## src/design/rpu_pkg.sv

```systemverilog
`default_nettype none
package rpu_pkg;

  localparam logic [2:0] FMT_1BPP  = 3'd0;
  localparam logic [2:0] FMT_4BPP  = 3'd1;
  localparam logic [2:0] FMT_8BPP  = 3'd2;
  localparam logic [2:0] FMT_16BPP = 3'd3;
  localparam logic [2:0] FMT_24BPP = 3'd4;
  localparam logic [2:0] FMT_32BPP = 3'd5;

  localparam logic OUT_RGB  = 1'b0;
  localparam logic OUT_RGBA = 1'b1;

  localparam logic [1:0] CFG_SOURCE_FORMAT = 2'd0;
  localparam logic [1:0] CFG_OUTPUT_FORMAT = 2'd1;
  localparam logic [1:0] CFG_ALPHA_VALUE   = 2'd2;

  localparam logic [2:0] SOURCE_FORMAT_RESET = FMT_8BPP;
  localparam logic       OUTPUT_FORMAT_RESET = OUT_RGB;
  localparam logic [7:0] ALPHA_VALUE_RESET   = 8'hFF;

  localparam int MAX_BYTES   = 8;
  localparam int QUEUE_DEPTH = 4;
  localparam int QPTR_W      = $clog2(QUEUE_DEPTH);

  typedef struct packed {
    logic [MAX_BYTES-1:0][7:0] bytes;
    logic [2:0]                last_idx;
  } rpu_item_t;

  typedef struct packed {
    logic full;
    logic empty;
  } rpu_qstat_t;

endpackage
`default_nettype wire

```

## src/design/rpu_front.sv

```systemverilog
`default_nettype none
module rpu_front (
  input  wire logic               clk,
  input  wire logic               rst,
  input  wire logic               s_axis_tvalid,
  output logic                    s_axis_tready,
  input  wire logic [39:0]        s_axis_tdata,  // source_word, first_index, pixel_count, pad
  input  wire logic               cfg_valid,
  output logic                    cfg_ready,
  input  wire logic [1:0]         cfg_index,
  input  wire logic [7:0]         cfg_data,
  input  wire rpu_pkg::rpu_qstat_t qstat,
  output logic                    q_wr,
  output rpu_pkg::rpu_item_t      q_item
);

  logic [2:0] source_format;
  logic       output_format;
  logic [7:0] alpha_value;

  assign cfg_ready = 1'b1;

  always_ff @(posedge clk) begin
    if (rst) begin
      source_format <= rpu_pkg::SOURCE_FORMAT_RESET;
      output_format <= rpu_pkg::OUTPUT_FORMAT_RESET;
      alpha_value   <= rpu_pkg::ALPHA_VALUE_RESET;
    end else if (cfg_valid && cfg_ready) begin
      case (cfg_index)
        rpu_pkg::CFG_SOURCE_FORMAT: source_format <= cfg_data[2:0];
        rpu_pkg::CFG_OUTPUT_FORMAT: output_format <= cfg_data[0];
        rpu_pkg::CFG_ALPHA_VALUE:   alpha_value   <= cfg_data;
        default: ;
      endcase
    end
  end

  logic [31:0] word;
  logic [2:0]  first;
  logic [3:0]  count;
  logic [3:0]  left1, left4, k1, k4, n;
  logic [rpu_pkg::MAX_BYTES-1:0][7:0] mono, nib, bytes;

  assign word  = s_axis_tdata[31:0];
  assign first = s_axis_tdata[34:32];
  assign count = s_axis_tdata[38:35];

  always_comb begin
    logic [2:0] pos;
    pos = 3'd0;
    for (int i = 0; i < rpu_pkg::MAX_BYTES; i++) begin
      pos     = first + 3'(i);
      mono[i] = word[pos] ? 8'hFF : 8'h00;
      nib[i]  = {(pos[0] ? word[7:4] : word[3:0]), 4'h0};
    end
  end

  always_comb begin
    left1 = 4'd8 - {1'b0, first};
    k1    = (count < left1) ? count : left1;
    left4 = 4'd2 - {1'b0, first};
    if (first >= 3'd2) k4 = 4'd0;
    else               k4 = (count < left4) ? count : left4;
  end

  always_comb begin
    bytes = '0;
    n     = 4'd0;
    case (source_format)
      rpu_pkg::FMT_1BPP: begin
        bytes = mono;
        n     = k1;
      end
      rpu_pkg::FMT_4BPP: begin
        bytes = nib;
        n     = k4;
      end
      rpu_pkg::FMT_8BPP: begin
        bytes[0] = word[7:0];
        n        = 4'd1;
      end
      rpu_pkg::FMT_16BPP: begin
        bytes[0] = {word[14:10], 3'b000};
        bytes[1] = {word[9:5], 3'b000};
        bytes[2] = {word[4:0], 3'b000};
        bytes[3] = alpha_value;
        n        = (output_format == rpu_pkg::OUT_RGBA) ? 4'd4 : 4'd3;
      end
      rpu_pkg::FMT_24BPP, rpu_pkg::FMT_32BPP: begin
        bytes[0] = word[23:16];
        bytes[1] = word[15:8];
        bytes[2] = word[7:0];
        bytes[3] = alpha_value;
        n        = (output_format == rpu_pkg::OUT_RGBA) ? 4'd4 : 4'd3;
      end
      default: begin
        bytes = '0;
        n     = 4'd0;
      end
    endcase
  end

  logic [3:0] n_m1;
  assign n_m1 = n - 4'd1;

  assign s_axis_tready   = !qstat.full;
  assign q_wr            = s_axis_tvalid && s_axis_tready && (n != 4'd0);
  assign q_item.bytes    = bytes;
  assign q_item.last_idx = n_m1[2:0];

endmodule
`default_nettype wire

```

## src/design/rpu_queue.sv

```systemverilog
`default_nettype none
module rpu_queue (
  input  wire logic                clk,
  input  wire logic                rst,
  input  wire logic                wr,
  input  wire rpu_pkg::rpu_item_t  wr_item,
  input  wire logic                rd,
  output rpu_pkg::rpu_item_t       rd_item,
  output rpu_pkg::rpu_qstat_t      qstat
);

  rpu_pkg::rpu_item_t mem [rpu_pkg::QUEUE_DEPTH];
  logic [rpu_pkg::QPTR_W-1:0] wr_ptr, rd_ptr;
  logic [rpu_pkg::QPTR_W:0]   cnt;

  always_ff @(posedge clk) begin
    if (wr) mem[wr_ptr] <= wr_item;
  end

  always_ff @(posedge clk) begin
    if (rst) begin
      wr_ptr <= '0;
      rd_ptr <= '0;
      cnt    <= '0;
    end else begin
      if (wr) wr_ptr <= wr_ptr + 1'b1;
      if (rd) rd_ptr <= rd_ptr + 1'b1;
      case ({wr, rd})
        2'b10:   cnt <= cnt + 1'b1;
        2'b01:   cnt <= cnt - 1'b1;
        default: cnt <= cnt;
      endcase
    end
  end

  assign rd_item     = mem[rd_ptr];
  assign qstat.full  = (cnt == (rpu_pkg::QPTR_W+1)'(rpu_pkg::QUEUE_DEPTH));
  assign qstat.empty = (cnt == '0);

  a_no_overflow: assert property (@(posedge clk) disable iff (rst) wr |-> !qstat.full)
    else $error("queue write while full");
  a_no_underflow: assert property (@(posedge clk) disable iff (rst) rd |-> !qstat.empty)
    else $error("queue read while empty");
  a_cnt_bound: assert property (@(posedge clk) disable iff (rst)
    cnt <= (rpu_pkg::QPTR_W+1)'(rpu_pkg::QUEUE_DEPTH))
    else $error("queue count out of range");
  a_ptr_track: assert property (@(posedge clk) disable iff (rst)
    (wr && !rd) |=> (cnt == $past(cnt) + 1'b1))
    else $error("queue count did not follow write");

endmodule
`default_nettype wire

```

## src/design/rpu_back.sv

```systemverilog
`default_nettype none
module rpu_back (
  input  wire logic                clk,
  input  wire logic                rst,
  input  wire rpu_pkg::rpu_qstat_t qstat,
  input  wire rpu_pkg::rpu_item_t  q_item,
  output logic                     q_rd,
  output logic                     m_axis_tvalid,
  input  wire logic                m_axis_tready,
  output logic [7:0]               m_axis_tdata,  // out_byte
  output logic                     m_axis_tlast   // last_of_item
);

  rpu_pkg::rpu_item_t cur;
  logic               cur_valid;
  logic [2:0]         idx;
  logic               adv, emit, cur_last, cur_done;

  assign adv      = !m_axis_tvalid || m_axis_tready;
  assign emit     = adv && cur_valid;
  assign cur_last = (idx == cur.last_idx);
  assign cur_done = emit && cur_last;
  assign q_rd     = !qstat.empty && (!cur_valid || cur_done);

  always_ff @(posedge clk) begin
    if (rst) begin
      cur_valid     <= 1'b0;
      idx           <= 3'd0;
      m_axis_tvalid <= 1'b0;
    end else begin
      if (adv) m_axis_tvalid <= cur_valid;
      if (q_rd) begin
        cur_valid <= 1'b1;
        idx       <= 3'd0;
      end else begin
        if (emit) idx <= idx + 3'd1;
        if (cur_done) cur_valid <= 1'b0;
      end
    end
  end

  always_ff @(posedge clk) begin
    if (q_rd) cur <= q_item;
    if (emit) begin
      m_axis_tdata <= cur.bytes[idx];
      m_axis_tlast <= cur_last;
    end
  end

  a_idx_bound: assert property (@(posedge clk) disable iff (rst)
    cur_valid |-> (idx <= cur.last_idx))
    else $error("byte index past end of item");
  a_load_resets_idx: assert property (@(posedge clk) disable iff (rst)
    q_rd |=> (idx == 3'd0 && cur_valid))
    else $error("item load did not restart index");
  a_emit_valid: assert property (@(posedge clk) disable iff (rst)
    emit |=> m_axis_tvalid)
    else $error("emitted byte not presented");

endmodule
`default_nettype wire

```

## src/design/raster_pixel_unpacker.sv

```systemverilog
// Path: input beat -> item queue -> current-item register -> registered output byte.
// Throughput: one output byte per cycle while the sink is ready; an item gives one
// byte (8 bpp), three or four (16/24/32 bpp) or up to eight (1 bpp).
// A four-entry item queue lets input beats keep arriving while bytes drain.
// Reset: synchronous, clears queue and output valid, restores config defaults.
`default_nettype none
module raster_pixel_unpacker (
  input  wire logic        clk,
  input  wire logic        rst,
  input  wire logic        s_axis_tvalid,
  output logic             s_axis_tready,
  input  wire logic [39:0] s_axis_tdata,  // source_word, first_index, pixel_count, pad
  output logic             m_axis_tvalid,
  input  wire logic        m_axis_tready,
  output logic [7:0]       m_axis_tdata,  // out_byte
  output logic             m_axis_tlast,  // last_of_item
  input  wire logic        cfg_valid,
  output logic             cfg_ready,
  input  wire logic [1:0]  cfg_index,
  input  wire logic [7:0]  cfg_data
);

  rpu_pkg::rpu_qstat_t qstat;
  rpu_pkg::rpu_item_t  wr_item, rd_item;
  logic                q_wr, q_rd;

  rpu_front u_front (
    .clk           (clk),
    .rst           (rst),
    .s_axis_tvalid (s_axis_tvalid),
    .s_axis_tready (s_axis_tready),
    .s_axis_tdata  (s_axis_tdata),
    .cfg_valid     (cfg_valid),
    .cfg_ready     (cfg_ready),
    .cfg_index     (cfg_index),
    .cfg_data      (cfg_data),
    .qstat         (qstat),
    .q_wr          (q_wr),
    .q_item        (wr_item)
  );

  rpu_queue u_queue (
    .clk     (clk),
    .rst     (rst),
    .wr      (q_wr),
    .wr_item (wr_item),
    .rd      (q_rd),
    .rd_item (rd_item),
    .qstat   (qstat)
  );

  rpu_back u_back (
    .clk           (clk),
    .rst           (rst),
    .qstat         (qstat),
    .q_item        (rd_item),
    .q_rd          (q_rd),
    .m_axis_tvalid (m_axis_tvalid),
    .m_axis_tready (m_axis_tready),
    .m_axis_tdata  (m_axis_tdata),
    .m_axis_tlast  (m_axis_tlast)
  );

endmodule
`default_nettype wire

```

## config.mk

```make
export PLATFORM = sky130hd
export DESIGN_NAME = raster_pixel_unpacker
export DESIGN_NICKNAME = d
export VERILOG_FILES = /design/src/design/rpu_pkg.sv /design/src/design/rpu_front.sv /design/src/design/rpu_queue.sv /design/src/design/rpu_back.sv /design/src/design/raster_pixel_unpacker.sv
export SDC_FILE = /design/constraint.sdc
export NUM_CORES = 1
export LEC_CHECK = 0
export BUFFER_PORTS_ARGS = -buffer_cell sky130_fd_sc_hd__buf_2
export CAP_MARGIN = 40
export CORE_ASPECT_RATIO = 1.25
export CORE_MARGIN = 1.5
export CORE_UTILIZATION = 57
export CTS_BUF_LIST = sky130_fd_sc_hd__clkbuf_8
export CTS_CLUSTER_SIZE = 24
export DETAILED_ROUTE_END_ITERATION = 8
export PLACE_DENSITY_LB_ADDON = 0.2
export SYNTH_ARGS = -nofsm -noshare
export SYNTH_HDL_FRONTEND = slang
export SYNTH_SLANG_ARGS = --single-unit
```

## constraint.sdc

```tcl
create_clock -name clk -period 4.9 [get_ports clk]
set_input_delay 0.49 -clock clk [delete_from_list [all_inputs] [get_ports clk]]
set_output_delay 0.49 -clock clk [all_outputs]
set_load 0.1 [all_outputs]
```

==> results of run 1 <==
==> registers in the layout (all words and copies together), names as in the netlist <==
register,cells
u_back.cur_valid,1
u_back.m_axis_tlast,1
u_back.m_axis_tdata,8
u_queue.cnt,3
u_queue.wr_ptr,2
u_front.alpha_value,8
u_back.m_axis_tvalid,1
u_back.cur,55
u_front.output_format,1
u_front.source_format,3
u_back.idx,3
u_queue.rd_ptr,2
u_queue.mem,220
==> power by group <==
group	total, mW	leakage, nW	switching, mW	internal, mW
clock network	1.81	0.471	0.895	0.918
logic	1.89	1.91	1.11	0.774
registers	3.84	2.88	0.260	3.58
==> Yosys cell counts, drive strengths merged, types with 9 or more instances <==
master    n
a21oi    11
mux2i     9
mux2     18
dfxtp    24
nand3    14
nor2     26
clkbuf   17
edfxtp  284
o21ai    10
a22oi     9
inv      26
mux4     76
nand2   101
buf      16
xor2      9
ha       19
nand3b   10
==> cell type report <==
| type | count | area (um2) | area share [%] |
|---|---|---|---|
| flip-flops and latches | 308 | 9016 | 62.51 |
| multi-input cells | 370 | 3601 | 24.97 |
| clock buffers | 49 | 674.4 | 4.676 |
| repair buffers | 77 | 550.5 | 3.817 |
| well taps | 283 | 354.1 | 2.455 |
| clock inverters | 31 | 128.9 | 0.8936 |
| inverters | 26 | 97.59 | 0.6767 |
==> critical path, stage by stage <==
cell and delay [ps]:
buf_2 210, inv_1 90, ha_1 300, buf_4 180
ha_1 280, a2111oi_0 630, a21oi_1 230, mux2i_1 200
o221a_2 250, ha_1 210, o211ai_1 120, o311a_4 420
inv_1 70, ha_1 180, inv_1 60, fa_1 380
xor2_1 170, or3_1 330, a21oi_1 140
==> logic make-up after synthesis <==
kind of cell | count (synthesis)
multiplexers | 103
flip-flops | 308
XOR/XNOR | 11
buffers and inverters | 59
adder cells (fa/ha/maj) | 20
AO/OA/AOI/OAI | 49
AND/OR/NAND/NOR | 186
other | 1
==> routing by layer <==
metal	GRT usage (%)	wire [um]	share of wire [%]	vias up
met5	0	0	0	-
li1	-	-	-	3064
met1	30.51	10350	39	3548
met4	8.833	733	2.8	0
met2	41.45	13930	52	287
met3	3.881	1623	6.1	49
==> how the worst max path moves through the flow <==
stage / slack (ps) / startpoint / endpoint / cells past startpoint
floorplan: 300 / s_axis_tdata[32] / u_queue.mem[0][0]$_DFFE_PP_ / 14
global placement: 300 / s_axis_tdata[33] / u_queue.cnt[2]$_SDFFE_PP0P_ / 20
detailed placement: -90 / s_axis_tdata[33] / u_queue.cnt[2]$_SDFFE_PP0P_ / 19
CTS: 470 / s_axis_tdata[33] / u_queue.cnt[2]$_SDFFE_PP0P_ / 19
global route: 220 / s_axis_tdata[33] / u_queue.cnt[2]$_SDFFE_PP0P_ / 19
finish: 420 / s_axis_tdata[33] / u_queue.cnt[2]$_SDFFE_PP0P_ / 19
==> metrics by stage <==
stage / total power, mW / instance area [um2] / setup TNS, ps
floorplan: 5.234 / 12840 / 0
detailed placement: 5.812 / 13620 / -86.95
finish: 7.538 / 14420 / 0
global route: 7.871 / 14420 / 0
CTS: 7.620 / 14420 / 0
global placement: 5.712 / 13600 / 0
==> out/results.ini, run 1 <==
[cells_and_area]
n_fill_cell=1511
syn2layout_area_growth_pct=12.31
n_antenna_cell=0
layout-drive-gt1-share_pct=27.99
instances_no_fill=1144
layout_commonest_cell=edfxtp_1
final_nets=903
mostFrequentLayoutCells=edfxtp_1, nand2_1, mux4_2, buf_2, clkbuf_8
final_util_pct=64.94

[clocking]
worstSkewPairLatency_ps=540
hold_buffers=0
cts_buffers=45
post_cts_resized=0
cts_tree=done
cts.sinks=308
htreeDepth=2
cts_buffer_depth=3
postCtsSetupBuffers=0
root_buffer=clkbuf_8
clkTransAtPathRegs_ps=60

[logic_synthesis]
synth_top_family_by_area=multiplexers
yosysTopAreaCellShare_pct=66.41
ys_async_sr_fraction_pct=0
yosysUniqueCellTypes=51
synthAdderAreaFrac_pct=2.007
yosysSeqAreaShare_pct=70.15
synth_compound_area_share_pct=2.796
synth_seq_cells=308
synth_xor_area_share_pct=0.7502
yosysTopAreaCell=edfxtp_1
synth_edf_count=284
syn_area_um2=12840
muxShareOfSynthArea_pct=15.64
synth_simple_gate_area_share_pct=6.752
synthCells=737
synth.net_count=812
yosysWarnings=0
ys.flop_type=edfxtp_1
synth.avg_cell_area_um2=17.43
yosys-top-cells-area=edfxtp_1, mux4_2, dfxtp_1

[sta]
finalCritPeriodShare_pct=91.41
timing.hold.ws_ps=188.0
hold_viol=0
slew_headroom_pct=37.93
finalClockSkew_ps=19.29
fin_crit_ps=4479
max_freq_ghz=0.2233
rsz0062_at_grt=no
setup_viol=0
drv_slew=0
max_slew.worst_pin.slew_ps=924.0
setup_ws_ps=421.1

[grt]
grt_pass1_vias=7363
antenna_found_initial=0
grt.total_usage_pct=23.92
overflow=0
grt_pass1_wl_um=40820
grt_max_degree=61

[placed_design]
hpwlAfterDp_um=17260
port_buffers=56
pre_cts_ws_ps=-86.95
dp.cells=1064
gp_congestion=0.9094

[worst_setup_path]
cp-end-kind=flop
r2r-start=u_front.source_format[2]$_SDFFE_PP0P_
regToRegEndpoint=u_queue.cnt[2]$_SDFFE_PP0P_
critPathKind=primary input to flop
crit_required_ps=5370
crit_path_start_kind=primary input
r2r_setup_slack_ps=1140
arrival_ps=4950
critPathMaxFanout=8
r2r_cells=14

[die]
initial_core_util_pct=57.82
die_area_um2=23450
io_pins=67
dieWidth_um=137.3
die_y_um=170.8
num_rows=61
core_area_um2=22210

[drt]
ant_nets=0
route.detailed.drc=0
wl_um=26640
avgViaCountPerCell=6.073
drt-initial-drc-count=629
vias=6948
wl_per_cell_um=23.29
dr.pass1.iters=5

[power_and_ir_drop]
p_per_area_nw_per_um2=522.7
peakVddDrop_mv=0.6379
power.leakage_nw=5.261

[run]
cap_violations=0

[min_path]
min-delay-start=cfg_data[6]
hold_class=primary input to flop
holdPathEnd=u_front.alpha_value[6]$_SDFFE_PP1P_
hold_depth=3

[status]
status=finished, final reports clean

Note: power is estimated with default switching activity, not from simulation.
==> run 2: changes to the inputs <==
--- a/config.mk
+++ b/config.mk
@@ -9,7 +9,7 @@
 export CAP_MARGIN = 40
 export CORE_ASPECT_RATIO = 1.25
 export CORE_MARGIN = 1.5
-export CORE_UTILIZATION = 57
+export CORE_UTILIZATION = 54
 export CTS_BUF_LIST = sky130_fd_sc_hd__clkbuf_8
 export CTS_CLUSTER_SIZE = 24
 export DETAILED_ROUTE_END_ITERATION = 8
==> run 2 against run 1 <==
First-iteration DRC count is 10% lower. Combinational power is essentially flat. Hold slack worse by 18 ps. Worst setup slack worse by 28 ps. Count of clock-buffer cells in the layout fell by 1. Die area grew 5.4%. Sequential power decreased by 1%. Via count shrank 0.47%. Critical path depth did not move. Register-to-register slack got worse by 110 ps. Sequential cell count unchanged. Critical path type unchanged. Largest cell class unchanged. Largest power group unchanged.
==> out/results.ini, run 2 (same netlist as run 1, synthesis figures left out) <==
[clocking]
cts_buffer_depth=3  ; unchanged
clkTransAtPathRegs_ps=60  ; about the same
hold_buffers=0  ; unchanged
cts_tree=done  ; unchanged
htreeDepth=2  ; unchanged
cts.sinks=308  ; unchanged
worstSkewPairLatency_ps=550  ; was 540 ps
postCtsSetupBuffers=0  ; unchanged
post_cts_resized=0  ; unchanged
root_buffer=clkbuf_8  ; unchanged
cts_buffers=46  ; was 45

[sta]
drv_slew=0  ; unchanged
hold_viol=0  ; unchanged
setup_ws_ps=393.2  ; was 421.1 ps
fin_crit_ps=4507  ; was 4479 ps
rsz0062_at_grt=no  ; unchanged
max_slew.worst_pin.slew_ps=902.8  ; was 924.0 ps
finalCritPeriodShare_pct=91.98  ; was 91.41%
setup_viol=0  ; unchanged
max_freq_ghz=0.2219  ; was 0.2233 GHz
finalClockSkew_ps=18.36  ; was 19.29 ps
slew_headroom_pct=39.82  ; was 37.93%

[grt]
antenna_found_initial=0  ; unchanged
grt_max_degree=61  ; unchanged
grt.total_usage_pct=22.61  ; was 23.92%
grt_pass1_wl_um=41550  ; was 40820 um
overflow=0  ; unchanged
grt_pass1_vias=7417  ; was 7363

[cells_and_area]
syn2layout_area_growth_pct=12.58  ; was 12.31%
final_area_um2=14460  ; was 14420 um2
mostFrequentLayoutCells=edfxtp_1, nand2_1, mux4_2, buf_2, clkbuf_8  ; unchanged
layout-drive-gt1-share_pct=28.27  ; was 27.99%
largest_registers=u_queue.mem: 220 flops, u_back.cur: 55 flops  ; unchanged
largest_register_ffs=220  ; unchanged
final_nets=900  ; was 903
seqCellArea_um2=9016  ; unchanged
n_fill_cell=1653  ; was 1511
layout_commonest_cell=edfxtp_1  ; unchanged
n_antenna_cell=0  ; unchanged
multi_input_area_um2=3601  ; unchanged
instances_no_fill=1151  ; was 1144
top_register=u_queue.mem  ; unchanged

[die]
dieWidth_um=140.9  ; was 137.3 um
die_y_um=175.4  ; was 170.8 um
io_pins=67  ; unchanged
initial_core_util_pct=55.37  ; was 57.82%
core_area_um2=23190  ; was 22210 um2
num_rows=62  ; was 61
die_area_um2=24720  ; was 23450 um2

[run]
cap_violations=0  ; unchanged

[power_and_ir_drop]
internal_power_mw=5.377  ; was 5.270 mW
p_comb_share_pct=25.1  ; was 25.0%
switching_share_pct=29.92  ; was 30.09%
peakVddDrop_mv=0.6197  ; was 0.6379 mV
seqPwrFrac_pct=49.4  ; was 50.9%
p_per_area_nw_per_um2=530.7  ; was 522.7 nW/um2
p_clk_share_pct=25.5  ; was 24.1%
power.leakage_nw=5.265  ; was 5.261 nW
p_switching_mw=2.296  ; was 2.268 mW

[placed_design]
port_buffers=56  ; unchanged
hpwlAfterDp_um=16990  ; was 17260 um
placed_cell_area_um2=13580  ; was 13620 um2
pre_cts_ws_ps=-56.31  ; was -86.95 ps
dp.cells=1065  ; was 1064
gp_congestion=0.8536  ; was 0.9094

[drt]
wl_per_cell_um=23.27  ; was 23.29 um
ant_nets=0  ; unchanged
drt-initial-drc-count=566  ; was 629
wl_um=26780  ; was 26640 um
dr.pass1.iters=5  ; unchanged
avgViaCountPerCell=6.008  ; was 6.073
route.detailed.drc=0  ; unchanged
vias=6915  ; was 6948

[worst_setup_path]
cp-end-kind=flop  ; unchanged
setup.worst_path.start=s_axis_tdata[33]  ; unchanged
arrival_ps=4980  ; was 4950 ps
r2r-start=u_front.source_format[2]$_SDFFE_PP0P_  ; unchanged
crit_required_ps=5370  ; about the same
crit_path_start_kind=primary input  ; unchanged
critPathKind=primary input to flop  ; unchanged
critPathMaxFanout=8  ; unchanged

[status]
status=finished, final reports clean  ; unchanged

[min_path]
hold_class=primary input to flop  ; unchanged
min-delay-start=cfg_data[3]  ; was cfg_data[6]

-- run 2: cell types whose count changed in the layout (fill, tap and decap cells not counted) --
cell	before	now
clkinv_2	4	9
inv_1	43	39
buf_12	9	6
clkinv_1	8	11
buf_4	12	10
bufinv_16	0	2
buf_16	0	1
clkbuf_8	49	48
inv_6	0	1
-- run 2: per-layer routing --
metal / up-vias / track usage, % / part of all wire [%]
met2: 283 / 39.82 / 52
met4: 0 / 7.248 / 2.2
met3: 37 / 5.016 / 6.8
met5: - / 0 / 0
met1: 3529 / 27.91 / 39
li1: 3066 / - / -
-- run 2: critical path: stages --
cell and delay, ps:
buf_2 180, inv_1 90, ha_1 290, buf_4 170, ha_1 280, a2111oi_0 690, a21oi_1 240, mux2i_1 220
o221a_2 270, ha_1 200, o211ai_1 110, o311a_4 410, inv_1 70, ha_1 190, inv_1 70, fa_1 380
xor2_1 170, or3_1 320, a21oi_1 140
-- run 2: per-stage QoR --
stage / hold slack, ps / power, mW / setup TNS [ps] / utilization [%]
floorplan: 437.4 / 5.234 / 0 / -
global placement: 460.3 / 5.686 / 0 / 58.39
detailed placement: 460.3 / 5.809 / -56.31 / 58.54
CTS: 146.5 / 7.758 / 0 / 62.33
global route: 155.9 / 8.014 / 0 / 62.33
finish: 170.4 / 7.672 / 0 / 62.33
-- run 2: power groups by stage --
stage	combinational, mW	clock [mW]	sequential [mW]
6_report	1.92	1.96	3.79
5_1_grt	2.06	2.12	3.84
4_1_cts	1.96	2.00	3.80
3_5_place_dp	1.96	0	3.85
3_3_place_gp	1.79	0	3.90
2_1_floorplan	1.23	0	4.00
-- run 2: final cells by class --
| type | instances | area share [%] |
|---|---|---|
| Inverter | 26 | 0.6750 |
| Multi-Input combinational cell | 370 | 24.91 |
| Clock inverter | 38 | 1.514 |
| Sequential cell | 308 | 62.36 |
| Clock buffer | 48 | 4.569 |
| Timing Repair Buffer | 73 | 3.479 |
| Tap cell | 288 | 2.492 |
-- run 2: final timing paths --
path | cells past startpoint | slack, ps | end
min reg2reg | 2 | 480 | u_front.alpha_value[4]$_SDFFE_PP1P_
max reg2reg | 14 | 1030 | u_queue.cnt[2]$_SDFFE_PP0P_
max | 19 | 390 | u_queue.cnt[2]$_SDFFE_PP0P_
min | 3 | 170 | u_front.alpha_value[3]$_SDFFE_PP1P_
==> run 3: changes to the inputs <==
--- a/config.mk
+++ b/config.mk
@@ -8,7 +8,6 @@
 export BUFFER_PORTS_ARGS = -buffer_cell sky130_fd_sc_hd__buf_2
 export CAP_MARGIN = 40
 export CORE_ASPECT_RATIO = 1.25
-export CORE_MARGIN = 1.5
 export CORE_UTILIZATION = 54
 export CTS_BUF_LIST = sky130_fd_sc_hd__clkbuf_8
 export CTS_CLUSTER_SIZE = 24
==> run 3 against run 2 <==
First-iteration DRC count fell by 1.8%. Largest cell class unchanged. Clock skew fell by 2.7 ps. Die area fell by 1.3%. Sequential cell count did not move. Highest routed layer unchanged. Cell area fell by 0.14%. Cell count fell by 0.35%. Core utilization fell by 0.086 points.
==> out/results.ini, run 3 (same netlist as run 1, synthesis figures left out) <==
[status]
status=finished, final reports clean  ; unchanged

[cells_and_area]
syn2layout_area_growth_pct=12.42  ; was 12.58%
instances_no_fill=1147  ; was 1151
final_nets=900  ; unchanged
mostFrequentLayoutCells=edfxtp_1, nand2_1, mux4_2, buf_2, clkbuf_8  ; unchanged
largest_registers=u_queue.mem: 220 flops, u_back.cur: 55 flops  ; unchanged
n_antenna_cell=0  ; unchanged
layout-drive-gt1-share_pct=27.59  ; was 28.27%
largest_register_ffs=220  ; unchanged
layout_commonest_cell=edfxtp_1  ; unchanged
top_register=u_queue.mem  ; unchanged

[sta]
setup_viol=0  ; unchanged
drv_slew=0  ; unchanged
timing.hold.ws_ps=172.1  ; was 170.4 ps
rsz0062_at_grt=no  ; unchanged
finalClockSkew_ps=15.67  ; was 18.36 ps
hold_viol=0  ; unchanged
finalCritPeriodShare_pct=89.52  ; was 91.98%
slew_headroom_pct=39.34  ; was 39.82%
fin_crit_ps=4386  ; was 4507 ps
max_freq_ghz=0.2280  ; was 0.2219 GHz
max_slew.worst_pin.slew_ps=902.9  ; was 902.8 ps
fin_setup_tns_ps=0  ; unchanged
setup_ws_ps=513.7  ; was 393.2 ps

[placed_design]
gp_congestion=0.8502  ; was 0.8536
dp.cells=1066  ; was 1065
hpwlAfterDp_um=17100  ; was 16990 um
port_buffers=56  ; unchanged
pre_cts_ws_ps=-20.36  ; was -56.31 ps

[worst_setup_path]
regToRegEndpoint=u_queue.cnt[2]$_SDFFE_PP0P_  ; unchanged
endpoint=u_queue.cnt[2]$_SDFFE_PP0P_  ; unchanged
critPathMaxFanout=8  ; unchanged
r2r_cells=14  ; unchanged
arrival_ps=4850  ; was 4980 ps
critPathKind=primary input to flop  ; unchanged
r2r_setup_slack_ps=1120  ; was 1030 ps
crit_path_start_kind=primary input  ; unchanged
cp-end-kind=flop  ; unchanged
r2r-start=u_front.source_format[2]$_SDFFE_PP0P_  ; unchanged
crit_required_ps=5360  ; was 5370 ps
setup.worst_path.start=s_axis_tdata[33]  ; unchanged

[clocking]
clkTransAtPathRegs_ps=60  ; about the same
htreeDepth=2  ; unchanged
root_buffer=clkbuf_8  ; unchanged
post_cts_resized=0  ; unchanged
cts.sinks=308  ; unchanged
cts_buffer_depth=3  ; unchanged
hold_buffers=0  ; unchanged
cts_tree=done  ; unchanged
worstSkewPairLatency_ps=540  ; was 550 ps
postCtsSetupBuffers=0  ; unchanged
cts_buffers=45  ; was 46

[drt]
wl_per_cell_um=23.38  ; was 23.27 um
wl_um=26810  ; was 26780 um
wl_met1_um=10690  ; was 10410 um
top_layer=met4  ; unchanged
route.detailed.drc=0  ; unchanged
drt-initial-drc-count=556  ; was 566
avgViaCountPerCell=6.094  ; was 6.008
vias=6990  ; was 6915
met2_length_um=13690  ; was 13970 um
ant_nets=0  ; unchanged
wl_met3_um=1742  ; was 1814 um
dr.pass1.iters=5  ; unchanged

[power_and_ir_drop]
p_per_area_nw_per_um2=533.4  ; was 530.7 nW/um2
peakVddDrop_mv=0.4985  ; was 0.6197 mV
total_power_mw=7.701  ; was 7.672 mW
power.leakage_nw=5.259  ; was 5.265 nW

[min_path]
hold_class=primary input to flop  ; unchanged

[grt]
grt_pass1_vias=7315  ; was 7417
overflow=0  ; unchanged
grt.total_usage_pct=23.06  ; was 22.61%
grt_pass1_wl_um=41620  ; was 41550 um
grt_max_degree=61  ; unchanged
antenna_found_initial=0  ; unchanged

[run]
cap_violations=0  ; unchanged

[die]
die_y_um=174.4  ; was 175.4 um
dieWidth_um=139.9  ; was 140.9 um
io_pins=67  ; unchanged
core_area_um2=23190  ; unchanged
die_area_um2=24410  ; was 24720 um2
initial_core_util_pct=55.37  ; unchanged
num_rows=62  ; unchanged

run 3: worst min-delay path by stage:
stage,start,endpoint,slack [ps],cells after the start
2_1_floorplan,u_front.alpha_value[3]$_SDFFE_PP1P_,u_front.alpha_value[3]$_SDFFE_PP1P_,440,2
3_3_place_gp,u_front.alpha_value[3]$_SDFFE_PP1P_,u_front.alpha_value[3]$_SDFFE_PP1P_,460,2
3_5_place_dp,u_front.alpha_value[0]$_SDFFE_PP1P_,u_front.alpha_value[0]$_SDFFE_PP1P_,460,2
4_1_cts,cfg_data[5],u_front.alpha_value[5]$_SDFFE_PP1P_,150,3
5_1_grt,cfg_data[4],u_front.alpha_value[4]$_SDFFE_PP1P_,170,3
6_report,cfg_data[3],u_front.alpha_value[3]$_SDFFE_PP1P_,170,3
run 3: metal layers:
layer	track usage, %	vias up
met3	4.380	60
met5	0	-
met4	8.059	0
met2	39.21	282
li1	-	3061
met1	29.82	3587
run 3: final cells by class:
type | instances | area [um2]
Clock buffer | 46 | 633.1
Clock inverter | 35 | 244.0
Fill cell | 1666 | 8757
Inverter | 26 | 97.59
Multi-Input combinational cell | 370 | 3601
Sequential cell | 308 | 9016
Tap cell | 288 | 360.3
Timing Repair Buffer | 74 | 485.5
run 3: power by group:
| part | leakage, nW | internal, mW | switching (mW) |
|---|---|---|---|
| registers | 2.88 | 3.58 | 0.222 |
| clock network | 0.494 | 1.08 | 0.918 |
| logic | 1.88 | 0.761 | 1.14 |
| total | 5.26 | 5.42 | 2.28 |
run 3: stage by stage:
stage,util (%),cell area (um2)
6_report,62.25,14440
5_1_grt,62.25,14440
4_1_cts,62.25,14440
3_5_place_dp,58.46,13560
3_3_place_gp,58.31,13530
2_1_floorplan,-,12840
run 3: critical path, stage by stage:
cell	delay, ps
buf_2	190
inv_1	90
ha_1	390
inv_1	80
ha_1	280
a2111oi_0	430
a21oi_1	180
mux2_2	300
o21ai_0	150
o221a_2	270
ha_1	200
o211ai_1	100
o311a_4	410
inv_1	70
ha_1	170
inv_1	60
fa_1	370
xor2_1	160
or3_1	320
a21oi_1	150
